==> config.mk <==
export PLATFORM = sky130hd
export DESIGN_NAME = next_lexicographic_permutation_flat
export DESIGN_NICKNAME = d
export VERILOG_FILES = /design/src/rtl/nlp_pkg.sv /design/src/rtl/nlp_if.sv /design/src/rtl/nlp_cell.sv /design/src/rtl/next_lexicographic_permutation.sv /design/src/flat_wrapper.sv
export SDC_FILE = /design/constraint.sdc
export NUM_CORES = 1
export LEC_CHECK = 0
export BUFFER_PORTS_ARGS = -buffer_cell sky130_fd_sc_hd__clkbuf_2
export CAP_MARGIN = 15
export CORE_MARGIN = 3
export CORE_UTILIZATION = 46
export DETAILED_ROUTE_END_ITERATION = 10
export GPL_ROUTABILITY_DRIVEN = 0
export HOLD_SLACK_MARGIN = 0.08
export SLEW_MARGIN = 40
export SYNTH_ARGS = -nofsm -noshare
export SYNTH_HDL_FRONTEND = slang
export SYNTH_SLANG_ARGS = --single-unit
==> constraint.sdc <==
create_clock -name clk -period 5.6 [get_ports clk]
set_input_delay 0.56 -clock clk [delete_from_list [all_inputs] [get_ports clk]]
set_output_delay 0.56 -clock clk [all_outputs]
set_load 0.05 [all_outputs]
==> src/rtl/nlp_pkg.sv <==
// Shared types and constants for the next-permutation block.
`timescale 1ns / 1ps
`default_nettype none

package nlp_pkg;

  localparam int MAX_LEN = 16;
  localparam int VAL_W   = 4;
  localparam int IDX_W   = $clog2(MAX_LEN);
  localparam int CNT_W   = $clog2(MAX_LEN + 1);

  typedef logic [VAL_W-1:0] val_t;
  typedef logic [IDX_W-1:0] idx_t;
  typedef logic [CNT_W-1:0] cnt_t;

  // Per-cell control from the sequencer
  typedef struct packed {
    logic shift;
    logic wr;
    val_t wdata;
  } cell_ctrl_t;

  typedef enum logic [3:0] {
    S_LOAD = 4'b0001,
    S_FIND = 4'b0010,
    S_SWAP = 4'b0100,
    S_EMIT = 4'b1000
  } state_t;

endpackage

`default_nettype wire

==> src/rtl/nlp_if.sv <==
// Valid/ready channel interfaces for the element stream in and the result stream out.
`timescale 1ns / 1ps
`default_nettype none

interface nlp_in_if;
  import nlp_pkg::*;
  logic valid;
  logic ready;
  val_t elem_value;
  logic elem_last;
  modport source (output valid, output elem_value, output elem_last, input ready);
  modport sink   (input valid, input elem_value, input elem_last, output ready);
endinterface

interface nlp_out_if;
  import nlp_pkg::*;
  logic valid;
  logic ready;
  val_t out_value;
  logic out_last;
  logic has_next;
  modport source (output valid, output out_value, output out_last, output has_next,
                  input ready);
  modport sink   (input valid, input out_value, input out_last, input has_next,
                  output ready);
endinterface

`default_nettype wire

==> src/rtl/nlp_cell.sv <==
// One storage cell of the permutation chain, with its local comparators.
`timescale 1ns / 1ps
`default_nettype none

module nlp_cell (
  input  wire logic              clk,
  input  wire nlp_pkg::cell_ctrl_t ctrl,
  input  wire nlp_pkg::val_t     nb_value,
  input  wire nlp_pkg::val_t     cmp_value,
  output nlp_pkg::val_t          value,
  output logic                   lt_nb,
  output logic                   gt_cmp
);
  import nlp_pkg::*;

  val_t value_r;

  // Loading shifts the chain up by one; the swap writes in place
  always_ff @(posedge clk) begin
    if (ctrl.shift) begin
      value_r <= nb_value;
    end else if (ctrl.wr) begin
      value_r <= ctrl.wdata;
    end
  end

  assign value  = value_r;
  assign lt_nb  = (value_r < nb_value);
  assign gt_cmp = (value_r > cmp_value);

endmodule

`default_nettype wire

==> src/rtl/next_lexicographic_permutation.sv <==
// Top level: streamed next lexicographic permutation over a chain of cells.
// Loading takes one word per cycle; an element past MAX_LEN is dropped.
// After the last word the sequencer finds the pivot (S_FIND) and swaps (S_SWAP), then emits one result per cycle
// while the output is not stalled; the walk reads one cell per result.
// The next sequence is taken once the last result has gone into the output register.
// Synchronous reset clears the sequencer, count and output valid; cell contents are not reset.
`timescale 1ns / 1ps
`default_nettype none

module next_lexicographic_permutation (
  input  wire logic clk,
  input  wire logic rst_n,
  nlp_in_if.sink    in_ch,
  nlp_out_if.source out_ch
);
  import nlp_pkg::*;

  // Cells hold the sequence reversed: cell k = element n-1-k
  val_t       cell_val [MAX_LEN];
  val_t       cell_nb  [MAX_LEN];
  cell_ctrl_t cell_ctl [MAX_LEN];
  logic [MAX_LEN-1:0] cell_lt;
  logic [MAX_LEN-1:0] cell_gt;

  state_t state_r, state_nxt;
  cnt_t   load_count_r, load_count_nxt;
  cnt_t   rem_r, rem_nxt;
  idx_t   ptr_r, ptr_nxt;
  logic   desc_r, desc_nxt;
  idx_t   piv_r, piv_nxt;
  val_t   pv_r, pv_nxt;
  logic   found_r, found_nxt;
  logic   flag_r, flag_nxt;

  logic   out_valid_r, out_valid_nxt;
  val_t   out_value_r;
  logic   out_last_r;
  logic   has_next_r;

  logic   in_fire;
  logic   do_shift;
  logic   out_load;
  logic   find_hit;
  idx_t   find_idx;
  val_t   find_val;
  idx_t   part_idx;
  val_t   part_val;

  assign in_ch.ready = (state_r == S_LOAD);
  assign in_fire     = in_ch.valid && in_ch.ready;
  assign do_shift    = in_fire && (load_count_r < cnt_t'(MAX_LEN));
  assign out_load    = (state_r == S_EMIT) && (!out_valid_r || out_ch.ready);

  genvar gi;
  generate
    for (gi = 0; gi < MAX_LEN; gi++) begin : g_cell
      if (gi == 0) begin : g_head
        assign cell_nb[gi] = in_ch.elem_value;
      end else begin : g_body
        assign cell_nb[gi] = cell_val[gi-1];
      end

      always_comb begin
        cell_ctl[gi].shift = do_shift;
        cell_ctl[gi].wr    = (state_r == S_SWAP) && found_r &&
                             ((idx_t'(gi) == piv_r) || (idx_t'(gi) == part_idx));
        cell_ctl[gi].wdata = (idx_t'(gi) == piv_r) ? part_val : pv_r;
      end

      nlp_cell u_cell (
        .clk       (clk),
        .ctrl      (cell_ctl[gi]),
        .nb_value  (cell_nb[gi]),
        .cmp_value (pv_r),
        .value     (cell_val[gi]),
        .lt_nb     (cell_lt[gi]),
        .gt_cmp    (cell_gt[gi])
      );
    end
  endgenerate

  // Pivot: lowest cell k >= 1 within the sequence that is below its lower neighbour
  always_comb begin
    find_hit = 1'b0;
    find_idx = '0;
    find_val = '0;
    for (int k = MAX_LEN - 1; k >= 1; k--) begin
      if (cell_lt[k] && (cnt_t'(k) < load_count_r)) begin
        find_hit = 1'b1;
        find_idx = idx_t'(k);
      end
    end
    for (int k = 0; k < MAX_LEN; k++) begin
      if (idx_t'(k) == find_idx) begin
        find_val = cell_val[k];
      end
    end
  end

  // Swap partner: lowest cell below the pivot holding a larger value
  always_comb begin
    part_idx = '0;
    part_val = '0;
    for (int i = MAX_LEN - 1; i >= 0; i--) begin
      if (cell_gt[i] && (idx_t'(i) < piv_r)) begin
        part_idx = idx_t'(i);
      end
    end
    for (int i = 0; i < MAX_LEN; i++) begin
      if (idx_t'(i) == part_idx) begin
        part_val = cell_val[i];
      end
    end
  end

  always_comb begin
    state_nxt      = state_r;
    load_count_nxt = load_count_r;
    rem_nxt        = rem_r;
    ptr_nxt        = ptr_r;
    desc_nxt       = desc_r;
    piv_nxt        = piv_r;
    pv_nxt         = pv_r;
    found_nxt      = found_r;
    flag_nxt       = flag_r;
    out_valid_nxt  = out_valid_r && !out_ch.ready;
    if (out_load) begin
      out_valid_nxt = 1'b1;
    end

    unique case (state_r)
      S_LOAD: begin
        if (do_shift) begin
          load_count_nxt = load_count_r + cnt_t'(1);
        end
        if (in_fire && in_ch.elem_last) begin
          state_nxt = S_FIND;
        end
      end
      S_FIND: begin
        found_nxt = find_hit;
        piv_nxt   = find_idx;
        pv_nxt    = find_val;
        flag_nxt  = find_hit || (load_count_r <= cnt_t'(1));
        state_nxt = S_SWAP;
      end
      S_SWAP: begin
        // Walk: cells n-1 down to pivot, then 0 up to pivot-1 (or 0 up to n-1 on wrap)
        rem_nxt   = load_count_r;
        if (found_r) begin
          ptr_nxt  = idx_t'(load_count_r - cnt_t'(1));
          desc_nxt = 1'b1;
        end else begin
          ptr_nxt  = '0;
          desc_nxt = 1'b0;
        end
        state_nxt = S_EMIT;
      end
      S_EMIT: begin
        if (out_load) begin
          rem_nxt = rem_r - cnt_t'(1);
          if (desc_r) begin
            if (ptr_r == piv_r) begin
              ptr_nxt  = '0;
              desc_nxt = 1'b0;
            end else begin
              ptr_nxt = ptr_r - idx_t'(1);
            end
          end else begin
            ptr_nxt = ptr_r + idx_t'(1);
          end
          if (rem_r == cnt_t'(1)) begin
            load_count_nxt = '0;
            state_nxt      = S_LOAD;
          end
        end
      end
      default: state_nxt = S_LOAD;
    endcase
  end

  always_ff @(posedge clk) begin
    if (!rst_n) begin
      state_r      <= S_LOAD;
      load_count_r <= '0;
      out_valid_r  <= 1'b0;
    end else begin
      state_r      <= state_nxt;
      load_count_r <= load_count_nxt;
      out_valid_r  <= out_valid_nxt;
    end
  end

  always_ff @(posedge clk) begin
    rem_r   <= rem_nxt;
    ptr_r   <= ptr_nxt;
    desc_r  <= desc_nxt;
    piv_r   <= piv_nxt;
    pv_r    <= pv_nxt;
    found_r <= found_nxt;
    flag_r  <= flag_nxt;
    if (out_load) begin
      out_value_r <= cell_val[ptr_r];
      out_last_r  <= (rem_r == cnt_t'(1));
      has_next_r  <= flag_r;
    end
  end

  assign out_ch.valid     = out_valid_r;
  assign out_ch.out_value = out_value_r;
  assign out_ch.out_last  = out_last_r;
  assign out_ch.has_next  = has_next_r;

  a_count_bound: assert property (@(posedge clk) disable iff (!rst_n)
    load_count_r <= cnt_t'(MAX_LEN))
    else $error("load count beyond cell chain");

  a_emit_nonempty: assert property (@(posedge clk) disable iff (!rst_n)
    (state_r == S_EMIT) |-> (rem_r != '0) && (load_count_r != '0))
    else $error("emitting with nothing held");

  a_pivot_in_range: assert property (@(posedge clk) disable iff (!rst_n)
    (state_r == S_SWAP) && found_r |-> (piv_r != '0) && (cnt_t'(piv_r) < load_count_r))
    else $error("pivot outside the sequence");

  a_last_returns: assert property (@(posedge clk) disable iff (!rst_n)
    out_load && (rem_r == cnt_t'(1)) |=> (state_r == S_LOAD) && out_valid_r && out_last_r)
    else $error("final word did not end the walk");

endmodule

`default_nettype wire

==> src/flat_wrapper.sv <==
// flat-port wrapper written by rule: the top's interface ports become plain ports
module next_lexicographic_permutation_flat import nlp_pkg::*;
  (clk, rst_n, in_ch_valid, in_ch_elem_value, in_ch_elem_last, in_ch_ready, out_ch_valid, out_ch_out_value, out_ch_out_last, out_ch_has_next, out_ch_ready);
  nlp_in_if in_ch_i ();
  nlp_out_if out_ch_i ();
  input  wire logic clk;
  input  wire logic rst_n;
  input wire logic [$bits(in_ch_i.valid)-1:0] in_ch_valid;
  input wire logic [$bits(in_ch_i.elem_value)-1:0] in_ch_elem_value;
  input wire logic [$bits(in_ch_i.elem_last)-1:0] in_ch_elem_last;
  output wire logic [$bits(in_ch_i.ready)-1:0] in_ch_ready;
  output wire logic [$bits(out_ch_i.valid)-1:0] out_ch_valid;
  output wire logic [$bits(out_ch_i.out_value)-1:0] out_ch_out_value;
  output wire logic [$bits(out_ch_i.out_last)-1:0] out_ch_out_last;
  output wire logic [$bits(out_ch_i.has_next)-1:0] out_ch_has_next;
  input wire logic [$bits(out_ch_i.ready)-1:0] out_ch_ready;
  assign in_ch_i.valid = in_ch_valid;
  assign in_ch_i.elem_value = in_ch_elem_value;
  assign in_ch_i.elem_last = in_ch_elem_last;
  assign in_ch_ready = in_ch_i.ready;
  assign out_ch_valid = out_ch_i.valid;
  assign out_ch_out_value = out_ch_i.out_value;
  assign out_ch_out_last = out_ch_i.out_last;
  assign out_ch_has_next = out_ch_i.has_next;
  assign out_ch_i.ready = out_ch_ready;
  next_lexicographic_permutation u_core (.clk(clk), .rst_n(rst_n), .in_ch(in_ch_i), .out_ch(out_ch_i));
endmodule
Yosys cells after proc, flatten, opt, wreduce, memory -nomap -nowiden
Cells that the tools add are included.

Output and inout bits: 8. Bits in registers: 100.

Magnitude comparators: 65. Bitwise logic cells: 1. Multiplexer cells: 150. Reductions and logical operators: 97. Equal/unequal tests: 55. Add/sub/neg operators: 5.

Operator list (number): $mux 4 (120); $eq 4x4->1 const A (24); $gt 4x4->1 (16); $lt 4x4->1 (15); $logic_and 1x1->1 (53); $eq 3x4->1 const A (12); $lt 4x5->1 const A (8); $reduce_bool 2->1 (18); $lt 4x4->1 const A (8); $eq 2x4->1 const A (6); $lt 3x5->1 const A (4); $mux 1 (20); $mux 5 (4); $pmux 5 s2 (2); $logic_or 1x1->1 (18); $bmux 4 s4 (1); $lt 3x4->1 const A (4); $pmux 4 s4 (1); $eq 1x4->1 const A (3); $logic_not 4->1 (3); $lt 2x5->1 const A (2); $lt 1x4->1 const A (2); $lt 2x4->1 const A (2); $pmux 4 s2 (1); 22 further kinds (26).

Logic depth before layout (Yosys ltp)
Depth in word-level cells: 38. Gate-level depth with buffers: 17. Gate-level depth less buffers: 14.

Cells and area by module
Synthesis repeated with hierarchy kept, for this count alone.

Cell total of the unflattened synthesis: 1347. Area, all modules: 11335.9 um^2.

Modules (own cells, without submodules): next_lexicographic_permutation (area each 5810.6 um^2, times used 1, cells each 819); nlp_cell (area each 345.3 um^2, times used 16, cells each 33).

Least setup slack after synthesis
OpenSTA, ideal clock, no wires.

Path kind: register to register. Start: reg u_core.pv_r[1]. End: reg u_core.g_cell[14].u_cell.value_r[0], enable pin. Stages on the path, launching flop included: 14. Path slack: 1.401 ns. Arrival time: 3.837 ns. Data required time: 5.239 ns. Library setup time: 0.361 ns. Period minus slack after synthesis: 4.199 ns. Buffers on the path: 2. Cell sequence: edfxtp_1 -> inv_1 -> clkbuf_1 -> ha_1 -> nor2b_1 -> o211a_1 -> o21a_1 -> or4_1 -> buf_2 -> nand2b_1 -> or3_4 -> nor4_4 -> nor2_1 -> o21ai_0.

Longest elaborated chain between the ends: 22. Elaborated cells between the ends (all ways): 52.

Ends and longest elaborated chain: start, declared (line next_lexicographic_permutation.sv:31) `val_t pv_r, pv_nxt;`; start signal, assigned (line next_lexicographic_permutation.sv:199) `pv_r <= pv_nxt;`; $gt 4x4->1 (line nlp_cell.sv:29) `assign gt_cmp = (value_r > cmp_value);`; $logic_and 1x1->1 (line next_lexicographic_permutation.sv:105) `if (cell_gt[i] && (idx_t'(i) < piv_r)) begin`; $mux 4 (15 in a row) (line next_lexicographic_permutation.sv:105); $mux 4 (*) (line next_lexicographic_permutation.sv:105); $eq 4x4->1 (*) (line next_lexicographic_permutation.sv:66) `((idx_t'(gi) == piv_r) || (idx_t'(gi) == part_idx));`; $logic_or 1x1->1 (*) (line next_lexicographic_permutation.sv:66); $logic_and 1x1->1 (*) (line next_lexicographic_permutation.sv:65) `cell_ctl[gi].wr = (state_r == S_SWAP) && found_r &&`; $reduce_bool 2->1 (no source line) (*); end signal, assigned (line nlp_cell.sv:21) `value_r <= nb_value;`; end signal, assigned (line nlp_cell.sv:23) `value_r <= ctrl.wdata;`; end, declared (line nlp_cell.sv:16) `val_t value_r;`.

Mark *: on every way between the ends. The rest lies on a longest branch, timed or not. A chain may end at the register's enable or synchronous reset.

Worst setup path after layout
Start: reg u_core.pv_r[1]. End: reg u_core.g_cell[0].u_cell.value_r[0], data pin.

Longest elaborated chain between the ends: 38. Elaborated cells between the ends (all ways): 83.

Ends and longest elaborated chain: $gt 4x4->1 (line nlp_cell.sv:29); $logic_and 1x1->1 (line next_lexicographic_permutation.sv:105); $mux 4 (15 in a row) (line next_lexicographic_permutation.sv:105); $mux 4 (*) (line next_lexicographic_permutation.sv:105); $logic_not 4->1 (line next_lexicographic_permutation.sv:110) `if (idx_t'(i) == part_idx) begin`; $mux 4 (15 in a row) (line next_lexicographic_permutation.sv:110); $mux 4 (*) (line next_lexicographic_permutation.sv:110); $mux 4 (*) (line next_lexicographic_permutation.sv:67) `cell_ctl[gi].wdata = (idx_t'(gi) == piv_r) ? part_val : pv_r;`; $mux 4 (*) (line nlp_cell.sv:22) `end else if (ctrl.wr) begin`; $mux 4 (*) (line nlp_cell.sv:20) `if (ctrl.shift) begin`; end signal, assigned (line nlp_cell.sv:21); end signal, assigned (line nlp_cell.sv:23); end, declared (line nlp_cell.sv:16).

Mark *: on every way between the ends. The rest lies on a longest branch, timed or not. The select of a mux whose other input is x is not followed.

==> run summary <==
status -> finished clean
reg2reg end -> u_core.g_cell[0].u_cell.value[0]$_DFFE_PP_
Main synth FF type -> edfxtp_1
antenna violations before repair -> 0
Synth area leaders -> edfxtp_1 (26%), ha_1 (13%), a21oi_1 (6.6%)
drt drc -> 0
CP arrival -> 5330 ps
FF-to-FF Start -> u_core.pv_r[1]$_DFFE_PP_
hold crit path type -> reg2reg
Synth cell types -> 99
post-CTS setup repair buffer count -> 0
first-pass GRT wire length -> 59520 µm
Die Span Y -> 155.9 µm
CP endpoint kind -> register
synth warn -> 0
antenna-violating nets left -> 0
final hold violations -> 0
largest net degree at the start of global routing -> 56
most numerous cell in the Yosys netlist -> a21oi_1
DP Worst Slack -> 747.6 ps
via count -> 10280
largest fanout on the critical path -> 16
Mean Syn Cell Area -> 8.708 µm²
vias in the first global route -> 9574
CTS Root Cell -> clkbuf_16
final std cells w/o fill -> 1470
Fmax -> 194.9 MHz
Post-synth EDFFs -> 90
share of cells above drive strength 1 -> 10.76%
clk sinks -> 100
setup ws final -> 470.5 ps
RSZ-0062 raised after global routing -> no
Worst Tran Pin Value -> 854.0 ps
worst reg2reg path depth -> 14
Initial Util -> 47.07%
core area -> 21960 µm²
final period utilization -> 91.60%
worst vdd ir -> 0.0002713 V
Critical path buffers and inverters -> 2
post-route clock skew -> 15.86 ps
gr ovfl total -> 0
# rows -> 54
PortBufs -> 16
leading area contributor after synthesis -> edfxtp_1
CTS tree -> built
diode count -> 0
Syn Nets -> 1307
Post-Synthesis Cells -> 1187
Worst Setup SP -> u_core.pv_r[1]$_DFFE_PP_
max incr delay on CP -> 600 ps
Routed WL -> 39730 µm
setup TNS -> 0 ps
Req. time, crit path -> 5800 ps
Rel. slew slack -> 43.07%
#FFs+latches synth -> 100
critical path, cell by cell -> inv_1, buf_4, ha_1, nor2b_1, o211a_1, o21a_1, nor3_1, a21boi_2, o2111ai_2, a211oi_1, o211ai_1, nand2_1, a21oi_1, o31ai_1
fin crit period -> 5130 ps
post-cts resize count -> 0
Area Growth Syn to Fin -> 6.767%
H-tree levels -> 3
Setup-failing EPs final -> 0
Worst-path clk slew -> 90 ps
Post-synth top cells -> a21oi_1 (137), ha_1 (111), o21ai_0 (108)
Worst path slowest cell -> nand2_1
Startpoint Class -> register
sequential area share after synthesis -> 28.08%
Max-Cap Viols -> 0
Synth top area share -> 26.15%
Tot Pwr -> 6.154 mW
max-slew violations -> 0
CP delay by family, top -> compound AO/OA/AOI/OAI gates
Post-CTS Hold Buffers -> 0
IO Pins -> 17
die area -> 24300 µm²
Post-layout nets -> 1305
reg2reg setup slack -> 470 ps
Cell Count Post-Placement -> 1454
initial DRC count -> 1248
width of the die -> 155.9 µm
clock latency on the worst-skew pair -> 360 ps
hpwl dp -> 30430 µm
CTS max path bufs -> 2
synthesized area -> 10340 µm²
WL/cell -> 27.03 µm
Lkg Pwr -> 4.320 nW
Critical Path Stages -> 14
DRT Pass-1 Iters -> 6
Pwr per Cell Area -> 557.6 nW/µm²
Post-synth ARST share -> 0%
Global Route Usage Sum -> 32.05%
crit path to -> u_core.g_cell[0].u_cell.value[0]$_DFFE_PP_
CTS buffer count -> 9
Critical Setup Path Class -> reg2reg
vias per inst -> 6.993
[through the flow]
step	utilization [%]	hold WS, ps	area, µm²
3_3_place_gp	48.79	418.9	10710
2_1_floorplan	-	400.3	10340
5_1_grt	50.26	459.8	11040
6_report	50.26	432.2	11040
3_5_place_dp	48.92	421.7	10740
4_1_cts	50.22	439.2	11030
[power by group]
group | switching [mW] | leakage [nW] | internal, mW
combinational | 2.47 | 3.26 | 1.27
clock | 0.320 | 0.137 | 0.310
sequential | 0.581 | 0.922 | 1.20
total | 3.37 | 4.32 | 2.79
[area by class of cell]
class                           count  area (µm²)
Clock buffer                        9       225.2
Sequential cell                   100        2903
Fill cell                        2102       10920
Inverter                           80       300.3
Tap cell                          280       350.3
Clock inverter                      7       60.06
Multi-Input combinational cell    952        6918
Timing Repair Buffer               42       279.0
[layout by cell type, fill, tap and decap left out, types with 4 or more instances in the layout]
master	count
nand3_1	24
o211ai_1	16
inv_1	78
and2_1	10
edfxtp_1	90
o21ai_1	15
and3_1	6
nor3b_1	4
nor3_1	21
xnor2_1	7
ha_1	111
o21a_1	7
mux4_2	20
dfxtp_1	10
o211a_1	6
nor2b_1	22
a21oi_1	137
clkbuf_16	9
a31oi_1	9
nor2_1	63
a21o_1	13
a211oi_1	18
a221oi_1	10
nand4_1	22
nand2_1	85
o22ai_1	21
nand2b_1	24
a22o_1	5
buf_4	25
nor4_1	5
a211oi_2	4
o31ai_1	6
clkbuf_2	16
mux2i_1	8
o221ai_1	4
o21ai_0	108
a211o_1	9
a22oi_1	31
[state kept, by name (all words and copies together), names as in the netlist]
register                    flops
u_core.g_cell.u_cell.value     64
u_core.load_count_r             5
u_core.rem_r                    5
u_core.out_ch.out_value         4
u_core.piv_r                    4
u_core.ptr_r                    4
u_core.pv_r                     4
u_core.state_r                  4
u_core.desc_r                   1
u_core.flag_r                   1
u_core.found_r                  1
u_core.out_ch.has_next          1
u_core.out_ch.out_last          1
u_core.out_ch.valid             1
[worst min path at each step]
stage	from	to	slack, ps	depth (start not counted)
3_3_place_gp	u_core.flag_r$_DFFE_PP_	u_core.out_ch.has_next$_DFFE_PP_	420	0
6_report	u_core.flag_r$_DFFE_PP_	u_core.out_ch.has_next$_DFFE_PP_	430	0
5_1_grt	u_core.flag_r$_DFFE_PP_	u_core.out_ch.has_next$_DFFE_PP_	460	0
3_5_place_dp	u_core.flag_r$_DFFE_PP_	u_core.out_ch.has_next$_DFFE_PP_	420	0
4_1_cts	u_core.flag_r$_DFFE_PP_	u_core.out_ch.has_next$_DFFE_PP_	440	0
2_1_floorplan	u_core.flag_r$_DFFE_PP_	u_core.out_ch.has_next$_DFFE_PP_	400	0
[per-layer routing]
metal | GRT usage (%) | vias up | wire length, µm
li1 | - | 4600 | -
met1 | 45.57 | 4864 | 16360
met2 | 47.55 | 684 | 16640
met3 | 6.768 | 131 | 4951
met4 | 12.87 | 0 | 1783
met5 | 0 | - | 0
[logic make-up (layout without fill, tap and decap cells)]
| family | after synthesis | after routing | synth area share (%) |
|---|---|---|---|
| compound gates | 479 | 479 | 30.44 |
| xor+xnor | 10 | 10 | 0.8474 |
| fa+ha+maj | 111 | 111 | 13.44 |
| buf+inv | 135 | 138 | 5.350 |
| flops | 100 | 100 | 28.08 |
| mux | 28 | 28 | 5.133 |
| simple gates | 324 | 324 | 16.70 |
Note: power is estimated with default switching activity, not from simulation.
